File: src/rtl/rmq_pkg.sv
// ----------------------------------------------------------------------------
// rmq_pkg
// Types and constants shared by the rotation-matrix-to-quaternion block.
// ----------------------------------------------------------------------------
`default_nettype none

package rmq_pkg;

    // Width of matrix entries and quaternion components.
    localparam int ELEM_W = 16;

    // Width of entry sums, differences and diagonal combinations.
    localparam int DW = 18;

    // Quotient bits produced by each divider lane.
    localparam int QW = 16;

    // Depth and pointer width of the queue between front and back.
    localparam int QDEPTH = 2;
    localparam int QPTR_W = 1;

    // Which quaternion component is the pivot (the one taken from the root).
    localparam logic [1:0] PIV_W = 2'd0;
    localparam logic [1:0] PIV_X = 2'd1;
    localparam logic [1:0] PIV_Y = 2'd2;
    localparam logic [1:0] PIV_Z = 2'd3;

    // Saturation limits.
    localparam logic [ELEM_W-1:0] SAT_POS = 16'h7FFF;
    localparam logic [ELEM_W-1:0] SAT_NEG = 16'h8000;

    // Input transaction: the nine matrix entries.
    typedef struct packed {
        logic signed [ELEM_W-1:0] m00;
        logic signed [ELEM_W-1:0] m01;
        logic signed [ELEM_W-1:0] m02;
        logic signed [ELEM_W-1:0] m10;
        logic signed [ELEM_W-1:0] m11;
        logic signed [ELEM_W-1:0] m12;
        logic signed [ELEM_W-1:0] m20;
        logic signed [ELEM_W-1:0] m21;
        logic signed [ELEM_W-1:0] m22;
    } t_mat_in;

    // Output transaction: the quaternion and the invalid flag.
    typedef struct packed {
        logic signed [ELEM_W-1:0] quat_w;
        logic signed [ELEM_W-1:0] quat_x;
        logic signed [ELEM_W-1:0] quat_y;
        logic signed [ELEM_W-1:0] quat_z;
        logic                     invalid;
    } t_quat_out;

    // Classified job: pivot, radicand without the added one, and the three
    // off-diagonal combinations in ascending component order skipping the pivot.
    typedef struct packed {
        logic [1:0]           pivot;
        logic signed [DW-1:0] base;
        logic signed [DW-1:0] d_a;
        logic signed [DW-1:0] d_b;
        logic signed [DW-1:0] d_c;
    } t_job;

endpackage

`default_nettype wire

File: src/rtl/rmq_fifo.sv
// ----------------------------------------------------------------------------
// rmq_fifo
// Short queue of classified jobs between the front and the back part.
// ----------------------------------------------------------------------------
`default_nettype none

module rmq_fifo
    import rmq_pkg::*;
(
    input  wire         i_clk,
    input  wire         i_rst_n,
    input  wire         i_push_valid,
    output logic        o_push_ready,
    input  t_job        i_push_data,
    output logic        o_pop_valid,
    input  wire         i_pop_ready,
    output t_job        o_pop_data
);

    t_job              r_mem [0:QDEPTH-1];
    logic [QPTR_W-1:0] r_wr_ptr;
    logic [QPTR_W-1:0] r_rd_ptr;
    logic [QPTR_W:0]   r_count;
    logic              push;
    logic              pop;

    assign o_push_ready = (r_count != (QPTR_W+1)'(QDEPTH));
    assign o_pop_valid  = (r_count != '0);
    assign push = i_push_valid && o_push_ready;
    assign pop  = o_pop_valid && i_pop_ready;
    assign o_pop_data = r_mem[r_rd_ptr];

    // Pointers and fill count.
    always_ff @(posedge i_clk) begin
        if (!i_rst_n) begin
            r_wr_ptr <= '0;
            r_rd_ptr <= '0;
            r_count  <= '0;
        end else begin
            if (push) begin
                r_wr_ptr <= r_wr_ptr + 1'b1;
            end
            if (pop) begin
                r_rd_ptr <= r_rd_ptr + 1'b1;
            end
            if (push && !pop) begin
                r_count <= r_count + 1'b1;
            end else if (pop && !push) begin
                r_count <= r_count - 1'b1;
            end
        end
    end

    // Storage.
    always_ff @(posedge i_clk) begin
        if (push) begin
            r_mem[r_wr_ptr] <= i_push_data;
        end
    end

endmodule

`default_nettype wire

File: config.mk
export PLATFORM = sky130hd
export DESIGN_NAME = rmq_fifo
export DESIGN_NICKNAME = d
export VERILOG_FILES = /design/src/rtl/rmq_pkg.sv /design/src/rtl/rmq_fifo.sv
export SDC_FILE = /design/constraint.sdc
export NUM_CORES = 1
export LEC_CHECK = 0
export ABC_CLOCK_PERIOD_IN_PS = 2890
export BUFFER_PORTS_ARGS = -buffer_cell sky130_fd_sc_hd__buf_2
export CAP_MARGIN = 20
export CORE_UTILIZATION = 47
export DETAILED_ROUTE_END_ITERATION = 8
export GPL_ROUTABILITY_DRIVEN = 0
export HOLD_SLACK_MARGIN = 0.03
export PLACE_DENSITY_LB_ADDON = 0.25
export SLEW_MARGIN = 20
export SYNTH_ARGS = -nofsm -noshare
export SYNTH_HDL_FRONTEND = slang
export SYNTH_SLANG_ARGS = --single-unit
export TNS_END_PERCENT = 5
File: constraint.sdc
create_clock -name i_clk -period 2.89 [get_ports i_clk]
set_input_delay 0.4335 -clock i_clk [delete_from_list [all_inputs] [get_ports i_clk]]
set_output_delay 0.4335 -clock i_clk [all_outputs]
set_load 0.01 [all_outputs]
; Yosys cells after proc, flatten, opt, wreduce, memory -nomap -nowiden
; Memories as Yosys holds them, arrays and structs flattened. A register that Yosys moved wholly into a read port is not among the register bits.
; Index checks and enable logic that the tools add are counted.
[classes]
n_div = 0
n_reduce_logical = 8
n_mul = 0
eq_ne = 1
muxes = 6
n_shift = 0
n_addsub = 4
bitwise = 0
order_cmp = 0
[op_table]
columns = operator, count
row1 = $logic_and 1x1->1, 4
row2 = $mux 1, 4
row3 = $mux 2, 2
row4 = $reduce_bool 2->1, 2
row5 = $add 1x1->1 const B, 2
row6 = $add 2x1->2 const B, 1
row7 = $logic_not 1->1, 2
row8 = $ne 2x2->1 const B, 1
row9 = $sub 2x1->2 const B, 1
[word_totals]
input_bits = 78
ram_bits = 148
romBits = 0
latch_bits = 0
wordCells = 23
output_inout_bits = 76
n_memories = 1
ff_bits = 4
[memory_table]
columns = name, words, word_bits, read_ports, rd_clocked_by_memory_dff, wr, line
row1 = r_mem, 2, 74, 1, 1, 1, rmq_fifo.sv:20  ; t_job r_mem [0:QDEPTH-1];

; Longest topological paths before layout
[depth]
ltp_word = 6
depth_mapped = 6
depth_no_buf = 6

; Worst setup path after synthesis
; OpenSTA, ideal clock, no wires.
[synth_timing]
kind = register -> register
startpoint = register r_count[0]
endpoint = memory r_mem[1][0] (netlist bit), enable pin
slack_ps = 97
path_buffers = 0
stages_incl_launch_ff = 3
t_required_ps = 2449
setup_ps = 441
synth_period_minus_slack_ps = 2793
t_arrival_ps = 2352
cell_sequence = dfxtp_1 > nand2b_4 > and3_1
[synth_between]
elab_chain_cells = 4
[synth_rtl]
columns = item, line
row1 = start: declaration, rmq_fifo.sv:23  ; logic [QPTR_W:0] r_count;
row2 = start signal: assignment, rmq_fifo.sv:47  ; r_count <= r_count + 1'b1;
row3 = start signal: assignment, rmq_fifo.sv:49  ; r_count <= r_count - 1'b1;
row4 = $ne 2x2->1, rmq_fifo.sv:27  ; assign o_push_ready = (r_count != (QPTR_W+1)'(QDEPTH));
row5 = via o_push_ready, rmq_fifo.sv:13  ; output logic o_push_ready,
row6 = $logic_and 1x1->1, rmq_fifo.sv:29  ; assign push = i_push_valid && o_push_ready;
row7 = $mux 1, rmq_fifo.sv:56  ; if (push) begin
row8 = $mux 1 (implied by the code), rmq_fifo.sv:57  ; r_mem[r_wr_ptr] <= i_push_data;
row9 = end: declaration, rmq_fifo.sv:20
; The timed path passes the listed nets, and every way through them passes these cells.

==> results.cfg <==
[die]
die_h_um = 111
die-width_um = 111
rows = 39
io_pins = 154
die-area_um2 = 12300
core_area_um2 = 11500
start_util = 0.486

[sta]
min_period_ns = 2.35
finalHoldViolCount = 0
skew_ns = 0.00536
setup_viol = 0
slew_headroom = 0.640
tns_ns = 0
min_period_over_period = 0.813
worst_slew_pin_slew_ns = 0.540
rsz0062_at_grt = false
slew_violations = 0
timing.fmax_mhz = 425

[power_and_ir_drop]
seqPwrFrac = 0.452
peakVddDrop_uv = 549
p_int_mw = 4.82
comb_power_share = 0.214
switching_share = 0.253
total_power_mw = 6.46
cellLeakagePower_nw = 2.65
p_per_area_nw_per_um2 = 905
clkPwrFrac = 0.335
netSwitchingPower_mw = 1.63

[worst_setup_path]
critPathBufInv = 2
crit_chain = buf_12 > mux2_2 > buf_2
critPathSlowestCell = dfxtp_4
crit_type = flip-flop to output pin
cp.depth = 3
regToRegEndpoint = r_mem[1][46]$_DFFE_PP_
reg2reg_setup_slack_ns = 1.09
critPathCaptureType = output pin
reg2reg_depth = 3
endpoint = o_pop_data[59]
path_max_fanout = 41
path_delay_family = flip-flops
rr_startpoint = r_count[0]$_SDFFE_PN0P_
arrival_ns = 1.92
max_stage_delay_ns = 0.66
worstSetupStartpointType = flip-flop
cp.required_ns = 2.46

[clock_tree]
clock_latency_ns = 0.41
clk_pin_slew_ns = 0.06
clk_path_buf_depth = 2
cts_root_buf = clkbuf_16
htree_levels = 4
numCtsBuffers = 17
cts_tree = built
cts_hold_buf = 0
cts_resized = 0
post_cts_buffers = 0
cts.sinks = 153

[grt]
grt_first_pass_wirelength_mm = 14.5
gr-total-overflow = 0
grt_start_max_net_pins = 42
grt.met3_usage = 0.0574
grt_pass1_vias = 2892
grt_util_met1 = 0.194
antenna_found_initial = 0
grtUsageMet2 = 0.247
busiest_layer = met2
track_usage = 0.159

[logic_synthesis]
yosys-top-cells-area = edfxtp_1 80%, mux2_2 15%, dfxtp_1 1.8%
synth_top_area_frac = 0.797
yosysTopAreaCell = edfxtp_1
yosysWarnings = 0
seq_area_frac_synth = 0.815
synth_area_per_cell_um2 = 22.0
ys_ff_latch = 153
synth_cell_types = 20
syn_nets = 333
netlist_instances = 254
syn_area_um2 = 5580

[final_layout]
diodes = 0
final_nets = 501
area_delta_synth_final_pct = 27.9
drive_gt1_frac = 0.611
num-fill-cells = 837
final_common_cell = buf_2
final_cell_mix = 153 x buf_2, 148 x edfxtp_1, 74 x mux2_2

[worst_hold_path]
min_from = i_push_data[29]
hold_class = input port to flip-flop

[drt]
vias = 2846
antenna_left = 0
dr.pass1.iters = 5
drc = 0
drt_iter0_drc = 148
routed_wl_mm = 9.38
routedWlPerCell_um = 16.2
vias_per_cell = 4.92

[placed_design]
portBuffers = 153
hpwl_mm = 6.07

[status]
status = finished, final reports clean

[job]
maxCapViolations = 0
## layer usage
metal | routed length (µm) | part of all wire | vias up
li1 | - | - | 1344
met1 | 3870 | 0.41 | 1383
met2 | 4590 | 0.49 | 106
met3 | 759 | 0.081 | 13
met4 | 165 | 0.018 | 0
met5 | 0 | 0 | -
## power by group through the flow
stage	Clock [mW]	Sequential [mW]	Combinational, mW
floorplan	0	2.89	0.945
global placement	0	2.95	1.39
detailed placement	0	2.97	1.40
CTS	2.21	2.92	1.41
global route	2.28	2.95	1.49
finish	2.16	2.91	1.38
## kinds of logic (layout without fill, tap and decap cells)
kind of cell | Yosys count | after routing | share of synthesized area
compound gates | 5 | 5 | 0.00628
buf+inv | 9 | 190 | 0.0105
mux | 74 | 74 | 0.149
xor+xnor | 3 | 3 | 0.00471
fa+ha+maj | 1 | 1 | 0.00224
flops | 153 | 153 | 0.815
simple gates | 9 | 9 | 0.0117
## metrics by stage
step	cells	hold WS, ns	util	setup slack (ns)	instance area (µm²)
floorplan	254	0.512	-	0.0971	5580
global placement	546	0.530	0.571	0.945	6540
detailed placement	546	0.546	0.571	0.938	6540
CTS	578	0.185	0.622	0.478	7130
global route	578	0.188	0.622	0.438	7130
finish	578	0.206	0.622	0.539	7130
## layout make-up
class,count,area [µm²],share of cell area
inverter,1,5.00,0.000702
sequential,153,4550,0.638
timing repair buffer,157,833,0.117
clock inverter,13,154,0.0216
clock buffer,19,433,0.0607
tap,143,179,0.0251
multi-input combinational,92,977,0.137
## synth_stat cells
master,n
a21bo_2,1
a21boi_0,1
a21boi_1,1
and2_1,4
and3_1,1
buf_2,2
buf_4,6
dfxtp_1,5
edfxtp_1,148
ha_1,1
inv_1,1
mux2_2,74
nand2b_4,1
nand3b_1,1
o21ai_0,1
o21ai_1,1
or2_2,1
or3_1,1
xnor2_1,2
xor2_1,1
## flip-flops by register name, indices dropped and copies added, names as in the netlist, named ones only
| register | count |
|---|---|
| r_count | 2 |
| r_mem | 148 |
| r_rd_ptr | 1 |
| r_wr_ptr | 1 |
## how the worst min path moves through the flow
stage          cells after the start                      end  slack [ns]
6_report                           1   r_mem[1][29]$_DFFE_PP_        0.21
5_1_grt                            1   r_mem[0][14]$_DFFE_PP_        0.19
4_1_cts                            1   r_mem[1][50]$_DFFE_PP_        0.18
3_5_place_dp                       2  r_count[1]$_SDFFE_PN0P_        0.55
3_3_place_gp                       2  r_count[1]$_SDFFE_PN0P_        0.53
2_1_floorplan                      2  r_count[1]$_SDFFE_PN0P_        0.51
## worst register-to-register path, stage by stage, from the launching register on
cell and delay [ns]:
dfxtp_1 0.42, nand2b_4 0.18, and3_4 0.54, buf_12 0.32
Note: power is estimated with default switching activity, not from simulation.
