<file path="src/rtl/rmq_pkg.sv">
// ----------------------------------------------------------------------------
// rmq_pkg
// Types and constants shared by the rotation-matrix-to-quaternion block.
// ----------------------------------------------------------------------------
`default_nettype none

package rmq_pkg;

    // Width of matrix entries and quaternion components.
    localparam int ELEM_W = 16;

    // Width of entry sums, differences and diagonal combinations.
    localparam int DW = 18;

    // Quotient bits produced by each divider lane.
    localparam int QW = 16;

    // Depth and pointer width of the queue between front and back.
    localparam int QDEPTH = 2;
    localparam int QPTR_W = 1;

    // Which quaternion component is the pivot (the one taken from the root).
    localparam logic [1:0] PIV_W = 2'd0;
    localparam logic [1:0] PIV_X = 2'd1;
    localparam logic [1:0] PIV_Y = 2'd2;
    localparam logic [1:0] PIV_Z = 2'd3;

    // Saturation limits.
    localparam logic [ELEM_W-1:0] SAT_POS = 16'h7FFF;
    localparam logic [ELEM_W-1:0] SAT_NEG = 16'h8000;

    // Input transaction: the nine matrix entries.
    typedef struct packed {
        logic signed [ELEM_W-1:0] m00;
        logic signed [ELEM_W-1:0] m01;
        logic signed [ELEM_W-1:0] m02;
        logic signed [ELEM_W-1:0] m10;
        logic signed [ELEM_W-1:0] m11;
        logic signed [ELEM_W-1:0] m12;
        logic signed [ELEM_W-1:0] m20;
        logic signed [ELEM_W-1:0] m21;
        logic signed [ELEM_W-1:0] m22;
    } t_mat_in;

    // Output transaction: the quaternion and the invalid flag.
    typedef struct packed {
        logic signed [ELEM_W-1:0] quat_w;
        logic signed [ELEM_W-1:0] quat_x;
        logic signed [ELEM_W-1:0] quat_y;
        logic signed [ELEM_W-1:0] quat_z;
        logic                     invalid;
    } t_quat_out;

    // Classified job: pivot, radicand without the added one, and the three
    // off-diagonal combinations in ascending component order skipping the pivot.
    typedef struct packed {
        logic [1:0]           pivot;
        logic signed [DW-1:0] base;
        logic signed [DW-1:0] d_a;
        logic signed [DW-1:0] d_b;
        logic signed [DW-1:0] d_c;
    } t_job;

endpackage

`default_nettype wire

</file>
<file path="src/rtl/rmq_front.sv">
// ----------------------------------------------------------------------------
// rmq_front
// Classifies a matrix: picks the pivot and forms the radicand base and the
// off-diagonal sums and differences, then registers the job.
// ----------------------------------------------------------------------------
`default_nettype none

module rmq_front
    import rmq_pkg::*;
(
    input  wire         i_clk,
    input  wire         i_rst_n,
    input  wire         i_valid,
    output logic        o_ready,
    input  t_mat_in     i_data,
    output logic        o_job_valid,
    input  wire         i_job_ready,
    output t_job        o_job
);

    logic signed [DW-1:0] e00, e01, e02, e10, e11, e12, e20, e21, e22;
    logic signed [DW-1:0] trace;
    t_job                 n_job;
    t_job                 r_job;
    logic                 r_valid;

    // Sign-extend the entries to the working width.
    assign e00 = DW'(i_data.m00);
    assign e01 = DW'(i_data.m01);
    assign e02 = DW'(i_data.m02);
    assign e10 = DW'(i_data.m10);
    assign e11 = DW'(i_data.m11);
    assign e12 = DW'(i_data.m12);
    assign e20 = DW'(i_data.m20);
    assign e21 = DW'(i_data.m21);
    assign e22 = DW'(i_data.m22);
    assign trace = e00 + e11 + e22;

    // Pivot selection; on ties the lower diagonal index stays the pivot.
    always_comb begin
        n_job = '0;
        if (trace > 0) begin
            n_job.pivot = PIV_W;
            n_job.base  = trace;
            n_job.d_a   = e21 - e12;
            n_job.d_b   = e02 - e20;
            n_job.d_c   = e10 - e01;
        end else if (e22 > e11 && e22 > e00) begin
            n_job.pivot = PIV_Z;
            n_job.base  = e22 - e00 - e11;
            n_job.d_a   = e10 - e01;
            n_job.d_b   = e02 + e20;
            n_job.d_c   = e12 + e21;
        end else if (e11 > e00) begin
            n_job.pivot = PIV_Y;
            n_job.base  = e11 - e22 - e00;
            n_job.d_a   = e02 - e20;
            n_job.d_b   = e01 + e10;
            n_job.d_c   = e21 + e12;
        end else begin
            n_job.pivot = PIV_X;
            n_job.base  = e00 - e11 - e22;
            n_job.d_a   = e21 - e12;
            n_job.d_b   = e10 + e01;
            n_job.d_c   = e20 + e02;
        end
    end

    // Output register of the front part.
    assign o_ready = !r_valid || i_job_ready;

    always_ff @(posedge i_clk) begin
        if (!i_rst_n) begin
            r_valid <= 1'b0;
        end else if (o_ready) begin
            r_valid <= i_valid;
        end
    end

    always_ff @(posedge i_clk) begin
        if (o_ready && i_valid) begin
            r_job <= n_job;
        end
    end

    assign o_job_valid = r_valid;
    assign o_job       = r_job;

endmodule

`default_nettype wire

</file>
<file path="config.mk">
export PLATFORM = sky130hd
export DESIGN_NAME = rmq_front
export DESIGN_NICKNAME = d
export VERILOG_FILES = /design/src/rtl/rmq_pkg.sv /design/src/rtl/rmq_front.sv
export SDC_FILE = /design/constraint.sdc
export NUM_CORES = 1
export LEC_CHECK = 0
export ABC_AREA = 1
export BUFFER_PORTS_ARGS = -buffer_cell sky130_fd_sc_hd__buf_2
export CAP_MARGIN = 20
export CELL_PAD_IN_SITES_DETAIL_PLACEMENT = 0
export CELL_PAD_IN_SITES_GLOBAL_PLACEMENT = 2
export CORE_AREA = 2 2 219 221
export CTS_BUF_LIST = sky130_fd_sc_hd__clkbuf_8
export DETAILED_ROUTE_END_ITERATION = 10
export DIE_AREA = 0 0 221 223
export HOLD_SLACK_MARGIN = 0.06
export PLACE_DENSITY_LB_ADDON = 0.1
export REMOVE_ABC_BUFFERS = 1
export SYNTH_ARGS = -nofsm -noshare
export SYNTH_HDL_FRONTEND = slang
export SYNTH_SLANG_ARGS = --single-unit
</file>
<file path="constraint.sdc">
create_clock -name i_clk -period 8.2 [get_ports i_clk]
set_input_delay 0.82 -clock i_clk [delete_from_list [all_inputs] [get_ports i_clk]]
set_output_delay 0.82 -clock i_clk [all_outputs]
set_load 0.02 [all_outputs]
</file>
======== After elaboration in Yosys (flattened, before gate mapping) ========
Index checks and enable logic that the tools add are counted.
storage, ports and cells
  register bits after elaboration ......... 75
  output and inout bits ................... 76
  logic and storage cells ................. 31
cells by class
  add/subtract/negate cells ............... 14
  $lt $le $gt $ge ......................... 4
  mux-type cells .......................... 3
  reduce and logical (&&, ||, !) cells .... 4
operators with widths
  kind                                                                    count
  74-bit 2-to-1 mux                                                       2
  16-bit by 16-bit subtractor with 17-bit output                          6
  72-bit 2-to-1 mux                                                       1
  16-bit by 16-bit adder with 17-bit output                               4
  17-bit by 16-bit subtractor with 18-bit output                          3
  16-bit > comparator                                                     3
  17-bit by 16-bit adder with 18-bit output                               1
  18-bit by 1-bit > comparator with 1-bit output (second input constant)  1
  1-bit logical AND                                                       2
  1-bit logical NOT                                                       1
  1-bit logical OR                                                        1

======== Depth between registers and ports, before layout ========
Gate-level depths: netlist of run 1.
  depth in word-level cells ............... 5
  depth in mapped cells ................... 20
  depth with buffers taken out ............ 20

======== Least setup slack after synthesis of run 1 ========
OpenSTA, ideal clock, no wires.
  path kind ............................... input-to-reg
  start ................................... in i_valid
  end ..................................... reg r_job (netlist bit o_job[0]), enable pin
  setup time .............................. 0.524 ns
  arrival ................................. 4.299 ns
  setup slack ............................. 3.377 ns
  stages .................................. 2
  buffers on the path ..................... 0
  path through ............................ inv_1 > a21oi_1
on the way
  longest elaborated chain between the ends .. 1
ends and longest elaborated chain
  what                  RTL line         text
  from (decl)           rmq_front.sv:13  input wire i_valid,
  1-bit logical AND     rmq_front.sv:81  if (o_ready && i_valid) begin
  to (signal assigned)  rmq_front.sv:82  r_job <= n_job;
  to (decl)             rmq_front.sv:24  t_job r_job;
No other way between the ends.
A chain may end at the register's enable or synchronous reset.

==> results of run 1 <==
## layout by cell type (no fill, tap or decap), drive strengths merged, types with 2 or more instances in the layout
cell type	netlist	layout
nand2	854	854
inv	357	358
nand3	267	267
ha	260	260
buf	34	232
nor2	179	179
a21oi	157	157
o21ai	100	100
xor2	86	86
fa	71	71
edfxtp	71	71
nand4	28	28
nor3	27	27
xnor2	18	18
o21bai	17	17
nand3b	9	9
a21o	9	9
clkbuf	49	9
or2	6	6
a21boi	5	5
o31ai	4	4
o21a	4	4
clkinv	0	4
and2	3	3
nor4	3	3
a31oi	3	3
o211ai	3	3
nor3b	2	2
## worst reg2reg max path, delay by kind of cell (launching register included)
| family | cells | cell delay, ns |
|---|---|---|
| buf+inv | 1 | 0.77 |
| compound gates | 1 | 0.48 |
| flops | 1 | 0.35 |
## flip-flops by register name, indices dropped and copies added, names as in the netlist
register and flops:
o_job 71, o_job_valid 1
## routing by layer
layer  routed length, um  GRT usage (%)  vias to the layer above  part of all wire, %
li1                    -              -                     8658                    -
met1               26100           29.3                     8186                   41
met5                   0              0                        -                    0
met3                1890           1.37                       83                  2.9
met2               33900           49.1                      395                   53
met4                2360           9.27                        0                  3.7
## cell families after synthesis
| logic type | Yosys count |
|---|---|
| fa+ha+maj | 331 |
| xor+xnor | 104 |
| buf+inv | 440 |
| simple gates | 1378 |
| compound gates | 305 |
| flops | 72 |
## area by class of cell
type                            count  area share [%]
Timing Repair Buffer              232            6.43
Inverter                          357            7.21
Antenna cell                        1          0.0135
Sequential cell                    72            11.6
Multi-Input combinational cell   2118            69.6
Clock inverter                      6           0.377
Clock buffer                        9           0.666
Tap cell                          615            4.14
## power breakdown
group	total [W]	switching [W]	internal (W)
sequential	0.000611	0.0000574	0.000554
combinational	0.00222	0.00151	0.000702
clock	0.000312	0.000170	0.000141
## worst min path at each step
stage,start,to,slack (ns)
4_1_cts,o_job_valid$_SDFFE_PN0N_,o_job_valid$_SDFFE_PN0N_,0.57
5_1_grt,o_job_valid$_SDFFE_PN0N_,o_job_valid$_SDFFE_PN0N_,0.60
2_1_floorplan,o_job_valid$_SDFFE_PN0N_,o_job_valid$_SDFFE_PN0N_,0.73
3_5_place_dp,o_job_valid$_SDFFE_PN0N_,o_job_valid$_SDFFE_PN0N_,0.56
6_report,o_job_valid$_SDFFE_PN0N_,o_job_valid$_SDFFE_PN0N_,0.57
3_3_place_gp,o_job_valid$_SDFFE_PN0N_,o_job_valid$_SDFFE_PN0N_,0.52
## stage by stage
step | std cells | worst slack [ns]
2_1_floorplan | 2547 | 1.98
3_3_place_gp | 3393 | 3.22
3_5_place_dp | 3394 | 3.18
4_1_cts | 3409 | 3.63
5_1_grt | 3409 | 3.30
6_report | 3410 | 3.59
==> flow_summary.toml, run 1 <==
[floorplanning]
core_area_sq_um = 47100
initial_core_util_pct = 35.6
die_y_um = 223
pin_count = 224
die_area_sq_um = 49300
row_count = 80
die_w_um = 221

[place]
io_buffers = 223
dp_hpwl_mm = 53.3
gp_congestion = 0.945
postPlaceCellArea_sq_um = 18400

[pwr]
power_density_nw_per_um2 = 169
power.leakage_nw = 10.3
peakVddDrop_mv = 0.147
total_power_w = 0.00314

[worst_setup_path]
reg2reg_depth = 2
rrSetupSlack_ns = 6.16
reg2reg_to = "o_job[66]$_DFFE_PP_"
path_delay_family = "simple AND/OR/NAND/NOR gates"
worstPathRequired_ns = 8.35
crit_path_start_kind = "input pin"
crit_start = "i_data[7]"
setup.worst_path.end_class = "flop"
critPathSlowestCell = "buf_4"
timing.rr.start = "o_job_valid$_SDFFE_PN0N_"
cpPeakStageDelay_ns = 0.65
crit_buf_inv = 5
worstSetupEndpoint = "o_job[48]$_DFFE_PP_"
cpMostUsedCell = "nand2_1"
arrival_ns = 4.77
path_cells = "buf_2 > inv_1 > ha_1 > or2_1 > nor3_1 > nand2_1 > nand2_1 > nand2_1 > nand3_1 > nand2_1 > nand3_2 > buf_4 > inv_2 > buf_4 > nand2_1 > nand2_1 > nand2_1 > nand2_1"
cp.depth = 18
crit_fanout = 73
criticalPathCategory = "input pin to flop"

[clock_tree]
cts_sinks = 72
cts.root.buffer_cell = "clkbuf_8"
numCtsBuffers = 9
cts_max_path_buffers = 2
post_cts_buffers = 0
cts_tree = "done"
cts-htree-levels = 3
cts_resized = 0
clock_latency_ns = 0.39
cts_hold_buf = 0
clk_pin_slew_ns = 0.09

[layout]
multi_input_area_sq_um = 12900
final_nets = 3269
area_growth_pct = 10.7
final_cell_area_sq_um = 18600
final_util_pct = 39.4
n_fill_cell = 5227
final_layout_size_suffix_gt1_share_pct = 9.45
seq_area_sq_um = 2150

[sta]
finalClockSkew_ns = 0.00947
fin_crit_sh_pct = 56.2
fmax_mhz = 217
fin_tns_setup_ns = 0
final_hold_viol_count = 0
worstMarginPinSlew_ns = 0.883
slew_viol_final = 0
setup_violations = 0
timing.final.crit_period_ns = 4.61
slew_headroom_pct = 41.1
holdWs_ns = 0.569
rsz0062_at_grt = "false"

[global_route]
grt_usage_pct = 25.4
grt_pass1_vias = 17564
grt.overflow.total = 0
grt_first_pass_wirelength_mm = 98.0
grt_start_max_net_pins = 74
grt_antenna_before_repair = 0

[logic_synthesis]
synth_area_leader_cell = "ha_1"
synth_top_area_share_pct = 19.4
synth_cells = 2630
synth_warnings = 0
synth_commonest_cells = "nand2_1 (854), inv_1 (351), nand3_1 (266)"
synth_area_per_cell_sq_um = 6.38
synth_top_family_by_area = "simple AND/OR/NAND/NOR gates"
async_flop_share_pct = 0
synth_edf_count = 71
ys_top_cells_by_area = "ha_1 (19%), nand2_1 (19%), edfxtp_1 (13%)"
synth_adder_area_share_pct = 27.8
yosysMostFrequentCell = "nand2_1"
synth_compound_area_share_pct = 9.79
synth_xor_area_share_pct = 5.42
synth_area_sq_um = 16800
yosys.area_share.simple_pct = 33.9
yosysSeqAreaShare_pct = 12.8
ys_types = 39
synth_seq_cells = 72
synthMuxAreaShare_pct = 0
synth-main-ff-cell = "edfxtp_1"

[hold_path]
whs_path_depth = 2
hp-class = "flop to flop"

[detailed_routing]
routed_wl_mm = 64.3
drc_errors = 0
vias = 17322
drtIter0Drc = 1081
drtPass1Iterations = 7
postRouteAntennaNets = 0
viasPerCell = 5.08
wl_per_cell_um = 18.9

[run_status]
outcome = "completed"

[run]
drv_cap = 0
Note: power is estimated with default switching activity, not from simulation.
==> run 2: changes to the inputs <==
--- a/config.mk
+++ b/config.mk
@@ -10,10 +10,10 @@
 export CAP_MARGIN = 20
 export CELL_PAD_IN_SITES_DETAIL_PLACEMENT = 0
 export CELL_PAD_IN_SITES_GLOBAL_PLACEMENT = 2
-export CORE_AREA = 2 2 219 221
+export CORE_AREA = 2 2 229 231
 export CTS_BUF_LIST = sky130_fd_sc_hd__clkbuf_8
 export DETAILED_ROUTE_END_ITERATION = 10
-export DIE_AREA = 0 0 221 223
+export DIE_AREA = 0 0 231 233
 export HOLD_SLACK_MARGIN = 0.06
 export PLACE_DENSITY_LB_ADDON = 0.1
 export REMOVE_ABC_BUFFERS = 1
==> constraint.sdc (replaced) <==
create_clock -name i_clk -period 4.45 [get_ports i_clk]
set_input_delay 0.445 -clock i_clk [delete_from_list [all_inputs] [get_ports i_clk]]
set_output_delay 0.445 -clock i_clk [all_outputs]
set_load 0.02 [all_outputs]
==> flow_summary.toml, run 2 (synthesis gave the netlist of run 1 again) <==
[hold_path]
hp-class = "input pin to flop"
hp-start = "i_rst_n"
whs_path_depth = 2
worstHoldEndpoint = "o_job_valid$_SDFFE_PN0N_"

[layout]
final_nets = 3285
final_layout_size_suffix_gt1_share_pct = 10.0
n_fill_cell = 5730
area_growth_pct = 12.5
largest_reg_flops = 71
multi_input_area_sq_um = 12900
layout_commonest_cell = "nand2_1"
layout_common_cells = "nand2_1 (852), inv_1 (351), nand3_1 (264)"
seq_area_sq_um = 2150
final_cell_area_sq_um = 18900

[worst_setup_path]
path_delay_family = "simple AND/OR/NAND/NOR gates"
reg2reg_depth = 2
rrSetupSlack_ns = 2.65
cp.depth = 18
crit_path_start_kind = "input pin"
criticalPathCategory = "input pin to flop"
path_cells = "buf_2 > fa_1 > ha_1 > fa_1 > nand2_1 > nand3b_1 > nand2_1 > nand2_1 > nand2_1 > nand2_1 > nand2_1 > nand2_1 > nand2_1 > nor2_1 > nand4_1 > buf_4 > nand3_1 > nand2_1"
cpPeakStageDelay_ns = 0.53
crit_buf_inv = 2
timing.rr.start = "o_job_valid$_SDFFE_PN0N_"
setup.worst_path.end_class = "flop"
arrival_ns = 3.64
crit_start = "i_data[65]"
reg2reg_to = "o_job[21]$_DFFE_PP_"
crit_fanout = 44
worstPathRequired_ns = 4.61
critPathSlowestCell = "fa_1"
cpMostUsedCell = "nand2_1"

[detailed_routing]
postRouteAntennaNets = 0
drtIter0Drc = 1034
routed_wl_mm = 66.0
wl_per_cell_um = 18.9
vias = 17229
drc_errors = 0
viasPerCell = 4.93
drtPass1Iterations = 6

[global_route]
grt_start_max_net_pins = 72
grtUsageMet1_pct = 28.3
grt_first_pass_wirelength_mm = 100
grt.overflow.total = 0
busiest_layer = "met2"
use_met3_pct = 1.65
grtUsageMet2_pct = 47.2
grt_antenna_before_repair = 1
grt_usage_pct = 24.4
grt_pass1_vias = 17284

[floorplanning]
core_area_sq_um = 51100
pin_count = 224
row_count = 83
die_w_um = 231
initial_core_util_pct = 32.9
die_y_um = 233
die_area_sq_um = 53800

[clock_tree]
cts-htree-levels = 3
clk_pin_slew_ns = 0.08
numCtsBuffers = 9
cts_hold_buf = 0
cts_resized = 0
clock_latency_ns = 0.42
cts_max_path_buffers = 2
cts_sinks = 72
cts_tree = "done"
post_cts_buffers = 0
cts.root.buffer_cell = "clkbuf_8"

[pwr]
peakVddDrop_mv = 0.177
p_int_w = 0.00269
power.leakage_nw = 10.4
pwr-share-seq_pct = 19.0
p_sw_share_pct = 54.6
pwr-share-comb_pct = 69.8
power.switching_w = 0.00324
power_density_nw_per_um2 = 314
p_clk_share_pct = 11.2

[sta]
final_hold_viol_count = 0
fmax_mhz = 287
finalClockSkew_ns = 0.0196
slew_viol_final = 0
slew_headroom_pct = 24.3
holdWs_ns = 0.289
setup_violations = 0
rsz0062_at_grt = "false"
worstMarginPinSlew_ns = 1.14
fin_crit_sh_pct = 78.2
timing.final.crit_period_ns = 3.48

[run]
drv_cap = 0

[place]
dp_hpwl_mm = 55.8
gp_congestion = 0.918
postPlaceCellArea_sq_um = 18700
io_buffers = 223

[run_status]
outcome = "completed"
[run 2: cell types whose count changed in the layout (fill, tap and decap cells not counted)]
cell	delta
clkinvlp_4	+2
clkinv_4	-2
buf_4	+11
clkinv_2	-1
bufinv_16	+1
inv_6	+1
buf_12	+5
[run 2: final cells by class]
| class | instances | share of cell area (%) |
|---|---|---|
| Multi-Input combinational cell | 2118 | 68.5 |
| Antenna cell | 1 | 0.0132 |
| Tap cell | 680 | 4.50 |
| Clock inverter | 7 | 0.536 |
| Clock buffer | 9 | 0.656 |
| Inverter | 357 | 7.09 |
| Sequential cell | 72 | 11.4 |
| Timing Repair Buffer | 248 | 7.30 |
[run 2: worst max path at each step]
stage	to
2_1_floorplan	o_job[0]$_DFFE_PP_
3_3_place_gp	o_job[50]$_DFFE_PP_
3_5_place_dp	o_job[50]$_DFFE_PP_
4_1_cts	o_job[5]$_DFFE_PP_
5_1_grt	o_job[57]$_DFFE_PP_
6_report	o_job[57]$_DFFE_PP_
[run 2: routing by layer]
| layer | vias up | wire length (um) |
|---|---|---|
| met5 | - | 17 |
| met4 | 2 | 1950 |
| met3 | 72 | 1930 |
| met2 | 361 | 35200 |
| met1 | 8099 | 27000 |
| li1 | 8695 | - |
[run 2: power by group through the flow]
stage	clock, W	sequential [W]	combinational (W)
6_report	0.000663	0.00113	0.00414
3_5_place_dp	0	0.00115	0.00415
4_1_cts	0.000689	0.00114	0.00417
5_1_grt	0.000704	0.00114	0.00464
2_1_floorplan	0	0.00131	0.00249
3_3_place_gp	0	0.00115	0.00415
[run 2: metrics by stage]
stage	util (%)	TNS (ns)	cells	power, W	worst slack (ns)
final	37.0	0	3492	0.00593	0.971
after global routing	37.0	0	3491	0.00649	0.718
after CTS	37.0	0	3491	0.00600	0.986
after detailed placement	36.5	0	3475	0.00530	0.512
after global placement	36.5	0	3475	0.00530	0.542
after floorplan	-	-99.08	2547	0.00380	-1.40
==> run 3: changes to the inputs <==
--- a/config.mk
+++ b/config.mk
@@ -5,15 +5,15 @@
 export SDC_FILE = /design/constraint.sdc
 export NUM_CORES = 1
 export LEC_CHECK = 0
-export ABC_AREA = 1
+export ABC_AREA = 0
 export BUFFER_PORTS_ARGS = -buffer_cell sky130_fd_sc_hd__buf_2
 export CAP_MARGIN = 20
 export CELL_PAD_IN_SITES_DETAIL_PLACEMENT = 0
 export CELL_PAD_IN_SITES_GLOBAL_PLACEMENT = 2
-export CORE_AREA = 2 2 229 231
+export CORE_AREA = 2 2 216 218
 export CTS_BUF_LIST = sky130_fd_sc_hd__clkbuf_8
 export DETAILED_ROUTE_END_ITERATION = 10
-export DIE_AREA = 0 0 231 233
+export DIE_AREA = 0 0 218 220
 export HOLD_SLACK_MARGIN = 0.06
 export PLACE_DENSITY_LB_ADDON = 0.1
 export REMOVE_ABC_BUFFERS = 1
==> constraint.sdc (replaced) <==
create_clock -name i_clk -period 2.8 [get_ports i_clk]
set_input_delay 0.28 -clock i_clk [delete_from_list [all_inputs] [get_ports i_clk]]
set_output_delay 0.28 -clock i_clk [all_outputs]
set_load 0.02 [all_outputs]
==> flow_summary.toml, run 3 <==
[layout]
final_cell_area_sq_um = 20900
largest_reg_flops = 71
multi_input_area_sq_um = 11800
final_nets = 2901
seq_area_sq_um = 2150
layout_common_cells = "buf_4 (475), ha_1 (259), buf_2 (221)"
layout_commonest_cell = "buf_4"
area_growth_pct = 44.5
final_layout_size_suffix_gt1_share_pct = 35.2
instances_no_fill = 3035
n_fill_cell = 4640

[logic_synthesis]
synth_warnings = 0
synth_cells = 1741
synth_seq_cells = 72
async_flop_share_pct = 0
synth_area_leader_cell = "ha_1"
yosysSeqAreaShare_pct = 14.9
ys_types = 75
synth-main-ff-cell = "edfxtp_1"
synth_edf_count = 71
synth_area_sq_um = 14500
ys_top_cells_by_area = "ha_1 (22%), edfxtp_1 (15%), fa_1 (9.8%)"
synth_commonest_cells = "ha_1 (260), inv_1 (175), nor2_1 (136)"
synth_top_area_share_pct = 22.5
yosysMostFrequentCell = "ha_1"
synth_area_per_cell_sq_um = 8.31

[worst_setup_path]
crit_buf_inv = 3
critPathSlowestCell = "or4_4"
setup.worst_path.end_class = "flop"
path_delay_family = "simple AND/OR/NAND/NOR gates"
crit_path_start_kind = "input pin"
criticalPathCategory = "input pin to flop"
arrival_ns = 4.30
timing.rr.start = "o_job_valid$_SDFFE_PN0N_"
path_cells = "buf_6 > fa_1 > ha_4 > fa_2 > or2_1 > a211o_1 > nand3_1 > nand3b_1 > or4_4 > or4_4 > nor3_4 > buf_6 > buf_4 > or3_4 > and4_1 > a311oi_2"
cpPeakStageDelay_ns = 0.56
worstPathRequired_ns = 2.92
crit_fanout = 8
crit_start = "i_data[65]"

[pwr]
p_sw_share_pct = 45.5
power.leakage_nw = 10.2
pwr-share-comb_pct = 74.7
pwr-share-seq_pct = 17.2
p_clk_share_pct = 8.1
peakVddDrop_mv = 0.258
power_density_nw_per_um2 = 480
p_int_w = 0.00547
power.switching_w = 0.00456

[floorplanning]
die_area_sq_um = 48000
pin_count = 224
core_area_sq_um = 45900
die_y_um = 220
row_count = 79
die_w_um = 218
initial_core_util_pct = 31.6

[detailed_routing]
drtIter0Drc = 616
viasPerCell = 4.91
postRouteAntennaNets = 0
drc_errors = 0
routed_wl_mm = 54.8
vias = 14891
drtPass1Iterations = 7
wl_per_cell_um = 18.0

[sta]
worstMarginPinSlew_ns = 0.764
final_hold_viol_count = 0
rsz0062_at_grt = "true"
finalClockSkew_ns = 0.0145
slew_viol_final = 0
setup_violations = 71
setup_slack_ns = -1.38
fin_crit_sh_pct = 149
timing.final.crit_period_ns = 4.18
slew_headroom_pct = 48.4
fmax_mhz = 240
holdWs_ns = 0.143

[run_status]
outcome = "complete, but fails checks"
failed_checks = "negative setup slack"

[global_route]
grt_start_max_net_pins = 48
grt.overflow.total = 0
grt_pass1_vias = 15608
grt_first_pass_wirelength_mm = 83.8
grt_usage_pct = 22.7
grt_antenna_before_repair = 1

[place]
io_buffers = 223
dp.cells = 2989
postPlaceCellArea_sq_um = 19900
gp_congestion = 0.881
dp_hpwl_mm = 45.7
dpl_worst_slack_ns = -2.05

[hold_path]
hp-start = "i_rst_n"
hp-class = "input pin to flop"

[clock_tree]
cts-htree-levels = 3
clk_pin_slew_ns = 0.08
cts.root.buffer_cell = "clkbuf_8"
cts_max_path_buffers = 2
clock_latency_ns = 0.40
numCtsBuffers = 9
cts_tree = "done"
cts_sinks = 72

[run]
drv_cap = 0
## run 3: per-layer routing
metal | wire [um] | track usage [%]
met4 | 1420 | 6.51
met5 | 0 | 0
met3 | 1650 | 1.67
met1 | 24200 | 28.4
met2 | 27500 | 41.7
## run 3: worst paths after layout
path | end | slack, ns | depth (start not counted)
min reg2reg | o_job_valid$_SDFFE_PN0N_ | 0.55 | 2
max | o_job[44]$_DFFE_PP_ | -1.38 | 16
min | o_job_valid$_SDFFE_PN0N_ | 0.14 | 2
max reg2reg | o_job[39]$_DFFE_PP_ | 1.23 | 3
## run 3: timing repair
action / in CTS / in global routing
gates resized for setup: 110 / 46
pin swaps: 35 / 19
setup buffers: 19 / 5
gates cloned: 6 / 3
hold endpoints to repair: 0 / 0
hold buffers: 0 / 0
setup endpoints to repair: 71 / 71
## run 3: area by class of cell
type,instances,share of cell area [%]
multi-input cells,1425,56.4
repair buffers,739,25.7
flip-flops and latches,72,10.3
well taps,607,3.63
inverters,175,3.14
clock buffers,9,0.592
clock inverters,7,0.221
diodes,1,0.0120
## run 3: cells by family after synthesis
logic type / after synthesis / share of synthesized area, %
mux: 20 / 1.41
simple gates: 464 / 15.4
flops: 72 / 14.9
fa+ha+maj: 334 / 32.5
xor+xnor: 127 / 7.68
compound gates: 480 / 21.5
buf+inv: 244 / 6.60
## run 3: power by group through the flow
| stage | clock, W | combinational (W) | sequential [W] |
|---|---|---|---|
| 2_1_floorplan | 0 | 0.00330 | 0.00198 |
| 3_3_place_gp | 0 | 0.00661 | 0.00176 |
| 3_5_place_dp | 0 | 0.00667 | 0.00175 |
| 4_1_cts | 0.000837 | 0.00728 | 0.00174 |
| 5_1_grt | 0.000877 | 0.00816 | 0.00174 |
| 6_report | 0.000809 | 0.00749 | 0.00173 |
## run 3: per-stage QoR
stage | utilization, % | setup TNS, ns | power (W)
floorplan | - | -184.75 | 0.00528
global placement | 43.3 | -127.90 | 0.00837
detailed placement | 43.3 | -132.46 | 0.00842
CTS | 45.1 | -91.95 | 0.00986
global route | 45.6 | -97.05 | 0.0108
finish | 45.6 | -91.13 | 0.0100
